==> src/rtl/core/sliding_window_send_buffer_assert.svh <==
// ----------------------------------------------------------------------------
// Assertion macros for the sliding window send buffer
// Clocked, reset-gated property helpers shared by the RTL modules.
// ----------------------------------------------------------------------------
`ifndef SLIDING_WINDOW_SEND_BUFFER_ASSERT_SVH
`define SLIDING_WINDOW_SEND_BUFFER_ASSERT_SVH

// Same-cycle implication
`define SWSB_ASSERT_NOW(lbl, clk, rstn, ante, cons, msg) \
    lbl: assert property (@(posedge clk) disable iff (!rstn) (ante) |-> (cons)) \
        else $error(msg);

// Next-cycle implication
`define SWSB_ASSERT_NEXT(lbl, clk, rstn, ante, cons, msg) \
    lbl: assert property (@(posedge clk) disable iff (!rstn) (ante) |=> (cons)) \
        else $error(msg);

`endif

==> src/rtl/core/swsb_pkg.sv <==
// ----------------------------------------------------------------------------
// swsb_pkg
// Shared types, command and error codes for the sliding window send buffer.
// ----------------------------------------------------------------------------
`timescale 1ns / 1ps

package swsb_pkg;

    localparam int DEF_WINDOW_SLOTS = 32;
    localparam int DEF_HANDLE_BITS  = 16;

    // item payload widths
    localparam int CMD_W    = 3;
    localparam int SEQ_W    = 8;
    localparam int HDL_W    = 16;
    localparam int SLOT_W   = 5;
    localparam int ERR_W    = 2;
    localparam int OCC_W    = 6;
    localparam int S_DATA_W = 40;
    localparam int M_DATA_W = 40;

    // commands
    localparam logic [CMD_W-1:0] CMD_ADD    = 3'd0;
    localparam logic [CMD_W-1:0] CMD_POP    = 3'd1;
    localparam logic [CMD_W-1:0] CMD_PEEK   = 3'd2;
    localparam logic [CMD_W-1:0] CMD_ACK    = 3'd3;
    localparam logic [CMD_W-1:0] CMD_SEARCH = 3'd4;

    // error codes
    localparam logic [ERR_W-1:0] ERR_NONE  = 2'd0;
    localparam logic [ERR_W-1:0] ERR_FULL  = 2'd1;
    localparam logic [ERR_W-1:0] ERR_EMPTY = 2'd2;

    localparam logic [SEQ_W-1:0] ACK_DISTANCE = 8'd100;

    // controller -> datapath
    typedef struct packed {
        logic load;   // capture input item
        logic issue;  // first slot read
        logic check;  // evaluate read data
        logic post;   // move result to output register
    } t_ctl_cmd;

    // datapath -> controller
    typedef struct packed {
        logic stop;   // command finished this check cycle
    } t_dp_status;

endpackage

==> src/rtl/core/swsb_ram.sv <==
// ----------------------------------------------------------------------------
// swsb_ram
// Generic simple dual-port RAM, one write port, one registered read port.
// ----------------------------------------------------------------------------
`timescale 1ns / 1ps

module swsb_ram #(
    parameter int WIDTH = 8,
    parameter int DEPTH = 32
) (
    input  logic                     i_clk,
    input  logic                     i_we,
    input  logic [$clog2(DEPTH)-1:0] i_waddr,
    input  logic [WIDTH-1:0]         i_wdata,
    input  logic [$clog2(DEPTH)-1:0] i_raddr,
    output logic [WIDTH-1:0]         o_rdata
);

    logic [WIDTH-1:0] r_mem [DEPTH];
    logic [WIDTH-1:0] r_rdata;

    always_ff @(posedge i_clk) begin
        if (i_we) begin
            r_mem[i_waddr] <= i_wdata;
        end
        r_rdata <= r_mem[i_raddr];
    end

    assign o_rdata = r_rdata;

endmodule

==> src/rtl/core/swsb_ctrl.sv <==
// ----------------------------------------------------------------------------
// swsb_ctrl
// Command sequencer: accept, first read, check loop, result hand-off.
// ----------------------------------------------------------------------------
`timescale 1ns / 1ps
`include "sliding_window_send_buffer_assert.svh"

module swsb_ctrl (
    input  logic                 i_clk,
    input  logic                 i_rst_n,
    input  logic                 i_s_tvalid,
    output logic                 o_s_tready,
    output logic                 o_m_tvalid,
    input  logic                 i_m_tready,
    output swsb_pkg::t_ctl_cmd   o_cmd,
    input  swsb_pkg::t_dp_status i_sts
);

    localparam logic [1:0] ST_IDLE  = 2'd0;
    localparam logic [1:0] ST_ISSUE = 2'd1;
    localparam logic [1:0] ST_CHECK = 2'd2;
    localparam logic [1:0] ST_DONE  = 2'd3;

    logic [1:0] r_state, n_state;
    logic       r_out_valid, n_out_valid;

    always_comb begin
        n_state     = r_state;
        o_cmd       = '0;
        o_s_tready  = 1'b0;
        case (r_state)
            ST_IDLE: begin
                o_s_tready = 1'b1;
                if (i_s_tvalid) begin
                    o_cmd.load = 1'b1;
                    n_state    = ST_ISSUE;
                end
            end
            ST_ISSUE: begin
                o_cmd.issue = 1'b1;
                n_state     = ST_CHECK;
            end
            ST_CHECK: begin
                o_cmd.check = 1'b1;
                if (i_sts.stop) begin
                    n_state = ST_DONE;
                end
            end
            ST_DONE: begin
                // output register free or draining this cycle
                if (!r_out_valid || i_m_tready) begin
                    o_cmd.post = 1'b1;
                    n_state    = ST_IDLE;
                end
            end
            default: begin
                n_state = ST_IDLE;
            end
        endcase
    end

    always_comb begin
        n_out_valid = r_out_valid;
        if (o_cmd.post) begin
            n_out_valid = 1'b1;
        end else if (i_m_tready) begin
            n_out_valid = 1'b0;
        end
    end

    always_ff @(posedge i_clk) begin
        if (!i_rst_n) begin
            r_state     <= ST_IDLE;
            r_out_valid <= 1'b0;
        end else begin
            r_state     <= n_state;
            r_out_valid <= n_out_valid;
        end
    end

    assign o_m_tvalid = r_out_valid;

    `SWSB_ASSERT_NEXT(a_done_posts, i_clk, i_rst_n, (r_state == ST_DONE) && !r_out_valid, r_out_valid && (r_state == ST_IDLE), "finished result not posted to free output")

endmodule

==> src/rtl/core/swsb_dp.sv <==
// ----------------------------------------------------------------------------
// swsb_dp
// Ring state, slot storage, ack compare, search walk and result registers.
// ----------------------------------------------------------------------------
`timescale 1ns / 1ps
`include "sliding_window_send_buffer_assert.svh"

module swsb_dp #(
    parameter int WINDOW_SLOTS = swsb_pkg::DEF_WINDOW_SLOTS,
    parameter int HANDLE_BITS  = swsb_pkg::DEF_HANDLE_BITS
) (
    input  logic                          i_clk,
    input  logic                          i_rst_n,
    input  swsb_pkg::t_ctl_cmd            i_cmd,
    output swsb_pkg::t_dp_status          o_sts,
    input  logic [swsb_pkg::S_DATA_W-1:0] i_s_tdata,
    output logic [swsb_pkg::M_DATA_W-1:0] o_m_tdata
);

    localparam int SW = $clog2(WINDOW_SLOTS);
    localparam int CW = $clog2(WINDOW_SLOTS + 1);
    localparam int RW = swsb_pkg::SEQ_W + HANDLE_BITS;
    localparam int RES_W = 1 + swsb_pkg::ERR_W + swsb_pkg::HDL_W + swsb_pkg::SEQ_W
                         + swsb_pkg::SLOT_W + swsb_pkg::OCC_W;

    function automatic logic [SW-1:0] f_next(input logic [SW-1:0] i);
        f_next = (i == SW'(WINDOW_SLOTS - 1)) ? '0 : i + 1'b1;
    endfunction

    function automatic logic f_ack_covers(input logic [7:0] a, input logic [7:0] r);
        logic [7:0] d_ra;
        logic [7:0] d_ar;
        d_ra = r - a;
        d_ar = a - r;
        if (a < r && d_ra > swsb_pkg::ACK_DISTANCE) begin
            f_ack_covers = 1'b1;
        end else if (r < a && d_ar > swsb_pkg::ACK_DISTANCE) begin
            f_ack_covers = 1'b0;
        end else begin
            f_ack_covers = (a >= r);
        end
    endfunction

    // input fields
    logic [swsb_pkg::CMD_W-1:0]  in_cmd;
    logic [swsb_pkg::SEQ_W-1:0]  in_seq;
    logic [swsb_pkg::HDL_W-1:0]  in_handle;
    logic                        in_from_head;
    logic [swsb_pkg::SLOT_W-1:0] in_start;
    logic [SW-1:0]               start_mod;

    assign in_cmd       = i_s_tdata[2:0];
    assign in_seq       = i_s_tdata[10:3];
    assign in_handle    = i_s_tdata[26:11];
    assign in_from_head = i_s_tdata[27];
    assign in_start     = i_s_tdata[32:28];

    // start slot modulo ring size, small table
    always_comb begin
        start_mod = '0;
        for (int i = 0; i < 32; i++) begin
            if (in_start == 5'(i)) begin
                start_mod = SW'(i % WINDOW_SLOTS);
            end
        end
    end

    // ring state
    logic [WINDOW_SLOTS-1:0] r_valid, n_valid;
    logic [SW-1:0]           r_head, n_head;
    logic [SW-1:0]           r_tail, n_tail;
    logic [CW-1:0]           r_fill, n_fill;

    // captured item and walk pointers
    logic [swsb_pkg::CMD_W-1:0] r_cmd;
    logic [swsb_pkg::SEQ_W-1:0] r_seq;
    logic [swsb_pkg::HDL_W-1:0] r_handle;
    logic [SW-1:0]              r_idx;
    logic [SW-1:0]              r_chk;
    logic                       r_first;

    logic [RES_W-1:0] r_res, n_res;
    logic [RES_W-1:0] r_out;

    // slot storage
    logic          ram_we;
    logic [RW-1:0] ram_wdata;
    logic [RW-1:0] ram_rdata;
    logic [swsb_pkg::SEQ_W-1:0]  rd_seq;
    logic [HANDLE_BITS-1:0]      rd_handle;

    assign ram_wdata = {r_seq, HANDLE_BITS'(r_handle)};
    assign rd_seq    = ram_rdata[RW-1 -: swsb_pkg::SEQ_W];
    assign rd_handle = ram_rdata[HANDLE_BITS-1:0];

    swsb_ram #(
        .WIDTH (RW),
        .DEPTH (WINDOW_SLOTS)
    ) u_slot_ram (
        .i_clk   (i_clk),
        .i_we    (ram_we),
        .i_waddr (r_tail),
        .i_wdata (ram_wdata),
        .i_raddr (r_idx),
        .o_rdata (ram_rdata)
    );

    // command evaluation on the check cycle
    logic                        res_hit;
    logic [swsb_pkg::ERR_W-1:0]  res_err;
    logic [swsb_pkg::HDL_W-1:0]  res_handle;
    logic [swsb_pkg::SEQ_W-1:0]  res_seq;
    logic [swsb_pkg::SLOT_W-1:0] res_next;
    logic                        stop;
    logic                        full;
    logic                        empty;

    assign full  = (r_fill == CW'(WINDOW_SLOTS));
    assign empty = (r_fill == '0);

    always_comb begin
        res_hit    = 1'b0;
        res_err    = swsb_pkg::ERR_NONE;
        res_handle = '0;
        res_seq    = '0;
        res_next   = '0;
        stop       = 1'b1;
        ram_we     = 1'b0;
        n_valid    = r_valid;
        n_head     = r_head;
        n_tail     = r_tail;
        n_fill     = r_fill;
        case (r_cmd)
            swsb_pkg::CMD_ADD: begin
                if (full) begin
                    res_err = swsb_pkg::ERR_FULL;
                end else begin
                    ram_we          = i_cmd.check;
                    n_valid[r_tail] = 1'b1;
                    n_tail          = f_next(r_tail);
                    n_fill          = r_fill + 1'b1;
                end
            end
            swsb_pkg::CMD_POP: begin
                if (empty) begin
                    res_err = swsb_pkg::ERR_EMPTY;
                end else begin
                    n_valid[r_head] = 1'b0;
                    n_head          = f_next(r_head);
                    n_fill          = r_fill - 1'b1;
                end
            end
            swsb_pkg::CMD_PEEK: begin
                if (!empty) begin
                    res_hit    = 1'b1;
                    res_handle = swsb_pkg::HDL_W'(rd_handle);
                    res_seq    = rd_seq;
                end
            end
            swsb_pkg::CMD_ACK: begin
                if (!empty) begin
                    res_hit    = f_ack_covers(r_seq, rd_seq);
                    res_handle = swsb_pkg::HDL_W'(rd_handle);
                    res_seq    = rd_seq;
                end
            end
            swsb_pkg::CMD_SEARCH: begin
                if (!r_valid[r_chk]) begin
                    stop = 1'b1;
                end else if (rd_seq == r_seq) begin
                    res_hit    = 1'b1;
                    res_handle = swsb_pkg::HDL_W'(rd_handle);
                    res_seq    = rd_seq;
                    res_next   = swsb_pkg::SLOT_W'(f_next(r_chk));
                end else if (!r_first && r_chk == r_head) begin
                    stop = 1'b1;   // wrapped back to head
                end else begin
                    stop = 1'b0;
                end
            end
            default: begin
                stop = 1'b1;
            end
        endcase
    end

    assign n_res = {swsb_pkg::OCC_W'(n_fill), res_next, res_seq, res_handle, res_err, res_hit};
    assign o_sts.stop = stop;

    // control registers
    always_ff @(posedge i_clk) begin
        if (!i_rst_n) begin
            r_valid <= '0;
            r_head  <= '0;
            r_tail  <= '0;
            r_fill  <= '0;
        end else if (i_cmd.check && stop) begin
            r_valid <= n_valid;
            r_head  <= n_head;
            r_tail  <= n_tail;
            r_fill  <= n_fill;
        end
    end

    // payload registers
    always_ff @(posedge i_clk) begin
        if (i_cmd.load) begin
            r_cmd    <= in_cmd;
            r_seq    <= in_seq;
            r_handle <= in_handle;
            if (in_cmd == swsb_pkg::CMD_SEARCH && !in_from_head) begin
                r_idx <= start_mod;
            end else begin
                r_idx <= r_head;
            end
        end else if (i_cmd.issue || (i_cmd.check && !stop)) begin
            // read of r_idx lands next cycle, tracked by r_chk
            r_chk <= r_idx;
            r_idx <= f_next(r_idx);
        end
        if (i_cmd.issue) begin
            r_first <= 1'b1;
        end else if (i_cmd.check) begin
            r_first <= 1'b0;
        end
        if (i_cmd.check && stop) begin
            r_res <= n_res;
        end
        if (i_cmd.post) begin
            r_out <= r_res;
        end
    end

    assign o_m_tdata = swsb_pkg::M_DATA_W'(r_out);

    `SWSB_ASSERT_NOW(a_fill_bound, i_clk, i_rst_n, 1'b1, r_fill <= CW'(WINDOW_SLOTS), "fill count beyond ring size")
    `SWSB_ASSERT_NOW(a_fill_marks, i_clk, i_rst_n, 1'b1, $countones(r_valid) == int'(r_fill), "fill count disagrees with valid marks")
    `SWSB_ASSERT_NOW(a_head_valid, i_clk, i_rst_n, r_fill != '0, r_valid[r_head], "nonempty ring with empty head slot")

endmodule

==> src/rtl/core/sliding_window_send_buffer.sv <==
// Add, pop, peek, ack check: accept, ISSUE, one CHECK, DONE, then result valid.
// Search: one CHECK per slot visited (1 to WINDOW_SLOTS + 1), one slot per cycle.
// Throughput: one item in flight; next accept the cycle after the result is posted.
// The single read port of the slot RAM sets the one-slot-per-cycle search walk.
// Reset (i_rst_n low, synchronous): valid marks, head, tail, fill, FSM cleared.
// Slot contents are not cleared; only slots marked valid are ever read.
// ----------------------------------------------------------------------------
// sliding_window_send_buffer
// Ring buffer of in-flight packets (sequence number + handle) with add, pop,
// peek, ack check and forward search commands.
// ----------------------------------------------------------------------------
`timescale 1ns / 1ps

module sliding_window_send_buffer #(
    parameter int WINDOW_SLOTS = swsb_pkg::DEF_WINDOW_SLOTS,  // 2 .. 32
    parameter int HANDLE_BITS  = swsb_pkg::DEF_HANDLE_BITS    // 1 .. 16
) (
    input  logic                          i_clk,
    input  logic                          i_rst_n,
    // input item
    input  logic                          s_axis_tvalid,
    output logic                          s_axis_tready,
    // [2:0] command, [10:3] seq_number, [26:11] packet_handle,
    // [27] from_head, [32:28] start_slot, [39:33] zero
    input  logic [swsb_pkg::S_DATA_W-1:0] s_axis_tdata,
    // result item
    output logic                          m_axis_tvalid,
    input  logic                          m_axis_tready,
    // [0] hit, [2:1] error_code, [18:3] found_handle, [26:19] found_seq,
    // [31:27] next_slot, [37:32] occupancy, [39:38] zero
    output logic [swsb_pkg::M_DATA_W-1:0] m_axis_tdata
);

    // Controller walks IDLE -> ISSUE -> CHECK (repeats while a search walks)
    // -> DONE. The datapath evaluates the command on every CHECK cycle using
    // the registered RAM read issued the cycle before, and reports stop.
    // State updates (add write, pop release) commit on the stopping check.
    // The finished result waits in DONE until the output register is free,
    // so a result held by the downstream side never blocks the next accept
    // beyond the one being built.

    swsb_pkg::t_ctl_cmd   ctl_cmd;
    swsb_pkg::t_dp_status dp_sts;

    swsb_ctrl u_ctrl (
        .i_clk      (i_clk),
        .i_rst_n    (i_rst_n),
        .i_s_tvalid (s_axis_tvalid),
        .o_s_tready (s_axis_tready),
        .o_m_tvalid (m_axis_tvalid),
        .i_m_tready (m_axis_tready),
        .o_cmd      (ctl_cmd),
        .i_sts      (dp_sts)
    );

    swsb_dp #(
        .WINDOW_SLOTS (WINDOW_SLOTS),
        .HANDLE_BITS  (HANDLE_BITS)
    ) u_dp (
        .i_clk     (i_clk),
        .i_rst_n   (i_rst_n),
        .i_cmd     (ctl_cmd),
        .o_sts     (dp_sts),
        .i_s_tdata (s_axis_tdata),
        .o_m_tdata (m_axis_tdata)
    );

endmodule
==> config.mk <==
export PLATFORM = sky130hd
export DESIGN_NAME = sliding_window_send_buffer
export DESIGN_NICKNAME = d
export VERILOG_FILES = /design/src/rtl/core/swsb_pkg.sv /design/src/rtl/core/swsb_ram.sv /design/src/rtl/core/swsb_ctrl.sv /design/src/rtl/core/swsb_dp.sv /design/src/rtl/core/sliding_window_send_buffer.sv
export VERILOG_INCLUDE_DIRS = /design/src /design/src/rtl/core
export SDC_FILE = /design/constraint.sdc
export NUM_CORES = 1
export LEC_CHECK = 0
export BUFFER_PORTS_ARGS = -buffer_cell sky130_fd_sc_hd__buf_4
export CAP_MARGIN = 20
export CORE_MARGIN = 3
export CORE_UTILIZATION = 30
export CTS_CLUSTER_SIZE = 25
export DETAILED_ROUTE_END_ITERATION = 10
export GPL_TIMING_DRIVEN = 1
export SETUP_SLACK_MARGIN = 0.15
export SLEW_MARGIN = 5
export SYNTH_ARGS = -nofsm -noshare
export SYNTH_HDL_FRONTEND = slang
export SYNTH_SLANG_ARGS = --single-unit
==> constraint.sdc <==
create_clock -name i_clk -period 4.8 [get_ports i_clk]
set_clock_uncertainty 0.1 [all_clocks]
set_input_delay 0.96 -clock i_clk [delete_from_list [all_inputs] [get_ports i_clk]]
set_output_delay 0.96 -clock i_clk [all_outputs]
set_load 0.03 [all_outputs]
==> qor.csv, run 1 <==
metric;value;unit
rows;128;
initial_core_util;30.4;%
synth_compound_gate_area_share;2.74;%
vias;18400;
cp.arrival;3.96;ns
drive_above_1_share;28.5;%
coreArea;122000;um^2
hold_viol_final;0;
cp_max_fo;19;
first_pass_iters;7;
post-cts-setup-buffer-count;0;
fmax;0.264;GHz
cts-root-buf;clkbuf_16;
synth_cell_types;63;
antenna_found_initial;2;
peakVddDrop;0.559;mV
syn-mean-instance-area;20.6;um^2
grt_max_degree;147;
synth_edf_count;881;
gp_congestion;0.850;
synth_top_family_by_area;multiplexers;
muxShareOfSynthArea;15.9;%
setup-tns-final;0;ns
area_delta_synth_final;16.2;%
cts.sinks;957;
fp.dieH;358;um
clock_latency;0.65;ns
ctsResizeCount;0;
cp-end-kind;register;
post-route-min-period;3.78;ns
synth-simple-area-share;3.01;%
ctsHoldBuffers;0;
portBuffers;76;
rrSetupSlack;1.02;ns
synthFlopType;edfxtp_1;
n_fill_cell;11200;
grt_pass1_vias;18400;
fin_nets;2021;
pwr-share-seq;45.3;%
p_int;16.8;mW
clock_path_buffers;3;
ys_ff_latch;957;
overflow;0;
drc;0;
rsz0062_at_grt;false;
multi_input_area;8810;um^2
power.share.combinational;24.1;%
netSwitchingPower;6.48;mW
synth_adder_area_share;1.21;%
dp_cells;3469;
yosys_warnings;0;
hold_start;u_dp.r_res[3];
netlist_instances;1805;
slew_viol_final;0;
dpl.hpwl;48600;um
cp-endpoint;u_dp.u_slot_ram.r_mem[9][2];
layout.cells.non_filler;3644;
crit_type;register to register;
p_per_area;538;nW/um^2
grt_use_total;13.8;%
wl_per_cell;24.3;um
cp_data_required_time;4.97;ns
r2r-start;u_dp.r_fill[0];
cap_viol_max_count;0;
drtIter0Drc;1943;
register_area;28000;um^2
holdWs;0.314;ns
setup_viol;0;
ant_nets;0;
startpoint_type;register;
p_clk_share;30.5;%
viasPerCell;5.04;
power_leakage;13.7;nW
rr_endpoint;u_dp.u_slot_ram.r_mem[9][2];
die-area;128000;um^2
outcome;completed;
worst_pin_slew;1.17;ns
p_sw_share;27.9;%
wl;88500;um
cts_tree;built;
finalCritPeriodShare;78.8;%
syn-cell-area;37200;um^2
synthArstFlopShare;0;%
io_pins;86;
worst-r2r-cell-count;7;
h-tree-depth;3;
grt_pass1_wl;129000;um
seq_area_frac_synth;75.2;%
power;23.3;mW
hp-class;register to register;
clkTransAtPathRegs;0.06;ns
startpoint;u_dp.r_fill[0];
numCtsBuffers;93;
dieWidth;358;um
slew_headroom;22.0;%
place_area;40200;um^2
synthXorXnorAreaFrac;0.424;%
design_area;43200;um^2
-- worst min path at each step --
| stage | to | depth (start not counted) |
|---|---|---|
| after floorplan | u_dp.r_out[0] | 0 |
| after global placement | u_dp.r_out[32] | 0 |
| after detailed placement | u_dp.r_out[34] | 0 |
| after CTS | u_dp.r_out[3] | 0 |
| after global routing | u_dp.r_out[22] | 0 |
| final | u_dp.r_out[3] | 0 |
-- state kept, by name, indices dropped and copies added, names as in the netlist, 3 cells and up --
name	cells
u_dp.u_slot_ram.o_rdata	24
u_dp.r_tail	5
u_dp.r_handle	16
u_dp.r_cmd	3
u_dp.u_slot_ram.r_mem	768
u_dp.r_out	38
u_dp.r_idx	5
u_dp.r_valid	32
u_dp.r_fill	6
u_dp.r_head	5
u_dp.r_seq	8
u_dp.r_chk	5
u_dp.r_res	38
-- power groups by stage --
| stage | combinational, mW | sequential, mW | clock (mW) |
|---|---|---|---|
| 4_1_cts | 5.62 | 10.6 | 7.26 |
| 5_1_grt | 6.03 | 10.6 | 7.62 |
| 3_3_place_gp | 5.54 | 10.7 | 0 |
| 6_report | 5.61 | 10.5 | 7.10 |
| 3_5_place_dp | 5.60 | 10.8 | 0 |
| 2_1_floorplan | 4.11 | 10.5 | 0 |
-- stage by stage --
step / utilization (%) / setup slack [ns]
finish: 35.3 / 1.02
floorplan: - / 1.31
detailed placement: 32.8 / 1.10
global route: 35.3 / 0.827
global placement: 32.8 / 1.22
CTS: 35.3 / 1.06
-- layout make-up --
class	instances	share of cell area (%)
diodes	1	0.00579
inverters	48	0.417
clock buffers	107	5.51
clock inverters	65	1.34
flip-flops and latches	957	64.8
repair buffers	129	2.86
well taps	1625	4.71
multi-input cells	712	20.4
-- cell usage after synthesis, types with 5 or more instances --
master    instances  area [um^2]
edfxtp_1        881        26500
mux4_2          244         5500
dfxtp_1          76         1520
clkbuf_1         62          233
nor2_1           53          199
inv_1            47          176
nand2_1          47          176
o21a_1           41          308
o21ai_0          37          185
a21oi_1          36          180
ha_1             36          450
and2_1           29          181
mux2_2           26          293
buf_2            22          110
nand3_1          21          105
mux2i_1          11          110
xnor2_1          11         96.3
and3_1            9         56.3
a21o_1            8         60.1
nand3b_1          8         60.1
a31oi_1           7         43.8
xor2_1            7         61.3
nand2b_1          6         37.5
nor3_1            6         30.0
nand4_1           5         31.3
nor2b_1           5         31.3
or2_2             5         31.3
or3_1             5         31.3
-- worst max-delay path: stages, from the launching register on --
cell	delay, ns
dfxtp_1	0.49
inv_1	0.08
ha_1	0.24
a41oi_1	0.47
and3_1	0.62
nand2_1	0.46
nor2_4	0.44
buf_4	0.46
-- kinds of logic (layout without fill, tap and decap cells) --
| kind of cell | Yosys count | count (layout) |
|---|---|---|
| compound gates | 159 | 159 |
| simple gates | 216 | 216 |
| flops | 957 | 957 |
| xor+xnor | 18 | 18 |
| buf+inv | 137 | 349 |
| mux | 281 | 281 |
| other cells | 1 | 3 |
| fa+ha+maj | 36 | 36 |
-- layer usage --
metal	global-route usage [%]	part of all wire, %	vias up
li1	-	-	7672
met1	20.2	44	9778
met2	21.7	47	812
met3	2.34	7.0	116
met4	2.74	1.7	0
met5	0	0	-
-- cells in the final DEF (no fill, tap or decap), types with 11 or more instances in the layout --
cell type / n
o21a_1: 41
nand2_1: 47
dfxtp_1: 76
xnor2_1: 11
and2_1: 29
nor2_1: 33
inv_1: 45
buf_4: 109
nor2_4: 20
clkinv_2: 27
o21ai_0: 37
mux4_2: 244
a21oi_1: 36
mux2i_1: 11
clkinv_1: 15
clkbuf_1: 14
mux2_2: 26
clkbuf_16: 93
ha_1: 36
edfxtp_1: 881
nand3_1: 21
buf_12: 18
Power figures use the tool's default switching activity.
==> inputs of run 2 (changes only) <==
==> constraint.sdc (replaced) <==
create_clock -name i_clk -period 3.96 [get_ports i_clk]
set_clock_uncertainty 0.1 [all_clocks]
set_input_delay 0.792 -clock i_clk [delete_from_list [all_inputs] [get_ports i_clk]]
set_output_delay 0.792 -clock i_clk [all_outputs]
set_load 0.03 [all_outputs]
==> run 2 against run 1 <==
Against the previous run: power increased by 23%; register-to-register slack got worse by 0.54 ns; worst setup slack got worse by 0.54 ns; die area unchanged; global-route usage decreased by 0.17 points; combinational power increased by 28%; hold slack got worse by 0.091 ns; final area increased by 1.0%; via count decreased by 1.2%; non-clock buffer count increased by 32; fmax increased by 8.6%; flip-flop and latch count unchanged; critical path type unchanged.
==> qor.csv, run 2 (synthesis results as in run 1) <==
metric;value;unit;change
peakVddDrop;0.411;mV;-26%
startpoint_type;register;;
cp_max_fo;18;;-1
crit_buf_inv;2;;unchanged
vias;18200;;-1.2%
ctsResizeCount;0;;unchanged
largest_register_ffs;768;;unchanged
holdWs;0.223;ns;-0.0913 ns
setup_viol;0;;unchanged
fin_ws;0.475;ns;-0.541 ns
clock_path_buffers;3;;unchanged
rows;128;;unchanged
fp.dieH;358;um;unchanged
finalCritPeriodShare;88.0;%;+9.2 points
grt_max_degree;53;;-64%
place_area;40500;um^2;+0.82%
gp_congestion;0.845;;-0.52%
h-tree-depth;3;;unchanged
drc;0;;unchanged
grt_pass1_wl;128000;um;-1.1%
netSwitchingPower;7.99;mW;+23%
viasPerCell;4.94;;-2.1%
area_delta_synth_final;17.4;%;
crit_family;simple AND/OR/NAND/NOR gates;;
first_pass_iters;6;;-1
cp.arrival;3.71;ns;-0.25 ns
io_pins;86;;unchanged
setup-tns-final;0;ns;unchanged
post-cts-setup-buffer-count;0;;unchanged
cp_data_required_time;4.19;ns;-0.78 ns
largest_register;u_dp.u_slot_ram.r_mem;;
wl_per_cell;23.8;um;-2.0%
mostFrequentLayoutCells;edfxtp_1, mux4_2, buf_4;;
grt_pass1_vias;18600;;+0.86%
dieWidth;358;um;unchanged
design_area;43600;um^2;+1.0%
rsz0062_at_grt;false;;
fin_nets;2054;;+1.6%
cpPeakStageDelay;0.56;ns;-0.06 ns
reg_top3;u_dp.u_slot_ram.r_mem: 768 flops, u_dp.r_out: 38 flops, u_dp.r_res: 38 flops;;
numCtsBuffers;94;;+1.1%
hold_viol_final;0;;unchanged
crit_chain;inv_1 -> ha_1 -> a41oi_1 -> and3_1 -> nand2_1 -> nor2_4 -> buf_12;;
crit_type;register to register;;
coreArea;122000;um^2;unchanged
cts.sinks;957;;unchanged
slew_viol_final;0;;unchanged
initial_core_util;30.4;%;unchanged
overflow;0;;unchanged
clock_latency;0.66;ns;about the same
drive_above_1_share;29.5;%;+0.99 points
p_clk_share;30.5;%;about the same
cts_tree;built;;
drtIter0Drc;1950;;+0.36%
crit_slowest_cell;nor2_4;;
clkTransAtPathRegs;0.06;ns;about the same
power;28.6;mW;+23%
pwr-share-seq;44.5;%;-0.8 points
die-area;128000;um^2;unchanged
ant_nets;0;;unchanged
worst_pin_slew;1.12;ns;-0.0474 ns
dp_slack;0.541;ns;-0.561 ns
grt_use_total;13.6;%;-0.17 points
wl;87600;um;-1.1%
antenna_found_initial;1;;-1
dpl.hpwl;52000;um;+7.0%
cap_viol_max_count;0;;unchanged
post-route-min-period;3.48;ns;-0.299 ns
cts-root-buf;clkbuf_16;;
fmax;0.287;GHz;+8.6%
cp-end-kind;register;;
n_fill_cell;11200;;-0.045%
ctsHoldBuffers;0;;unchanged
p_sw_share;27.9;%;+0.061 points
portBuffers;76;;unchanged
outcome;completed;;
hp-class;input pin to register;;
slew_headroom;25.2;%;+3.2 points
layout_commonest_cell;edfxtp_1;;
power_leakage;13.9;nW;+1.7%
p_int;20.6;mW;+23%
p_per_area;655;nW/um^2;+22%
power.share.combinational;25.0;%;+0.9 points
[run 2: worst paths after layout]
path | slack [ns] | startpoint | end | cells after the start
max | 0.48 | u_dp.r_fill[0] | u_dp.u_slot_ram.r_mem[5][17] | 7
min | 0.22 | s_axis_tdata[21] | u_dp.r_handle[10] | 1
max reg2reg | 0.48 | u_dp.r_fill[0] | u_dp.u_slot_ram.r_mem[5][17] | 7
min reg2reg | 0.31 | u_dp.r_res[24] | u_dp.r_out[24] | 0
[run 2: per-layer routing]
layer,GRT usage (%),routed length [um],vias to the layer above
li1,-,-,7718
met1,19.5,38100,9588
met2,21.1,40500,712
met3,3.11,7240,140
met4,3.22,1820,0
met5,0,0,-
[run 2: metrics by stage]
| step | std cells | utilization (%) |
|---|---|---|
| floorplan | 1806 | - |
| global placement | 3499 | 33.1 |
| detailed placement | 3500 | 33.1 |
| CTS | 3674 | 35.6 |
| global route | 3677 | 35.7 |
| finish | 3678 | 35.7 |
[run 2: layout make-up]
type                    instances  area [um^2]  share of cell area [%]
clock buffers                 128         2640                    6.04
well taps                    1625         2030                    4.66
inverters                      48          180                   0.413
clock inverters                46          414                   0.949
flip-flops and latches        957        28000                    64.1
diodes                          1         2.50                 0.00573
repair buffers                161         1590                    3.64
multi-input cells             712         8810                    20.2
[run 2: power by group through the flow]
| stage | Sequential, mW | Clock, mW | Combinational, mW |
|---|---|---|---|
| after floorplan | 12.8 | 0 | 4.98 |
| after global placement | 13.0 | 0 | 7.00 |
| after detailed placement | 13.0 | 0 | 7.14 |
| after CTS | 12.8 | 8.93 | 7.17 |
| after global routing | 12.8 | 9.35 | 7.70 |
| final | 12.7 | 8.71 | 7.16 |
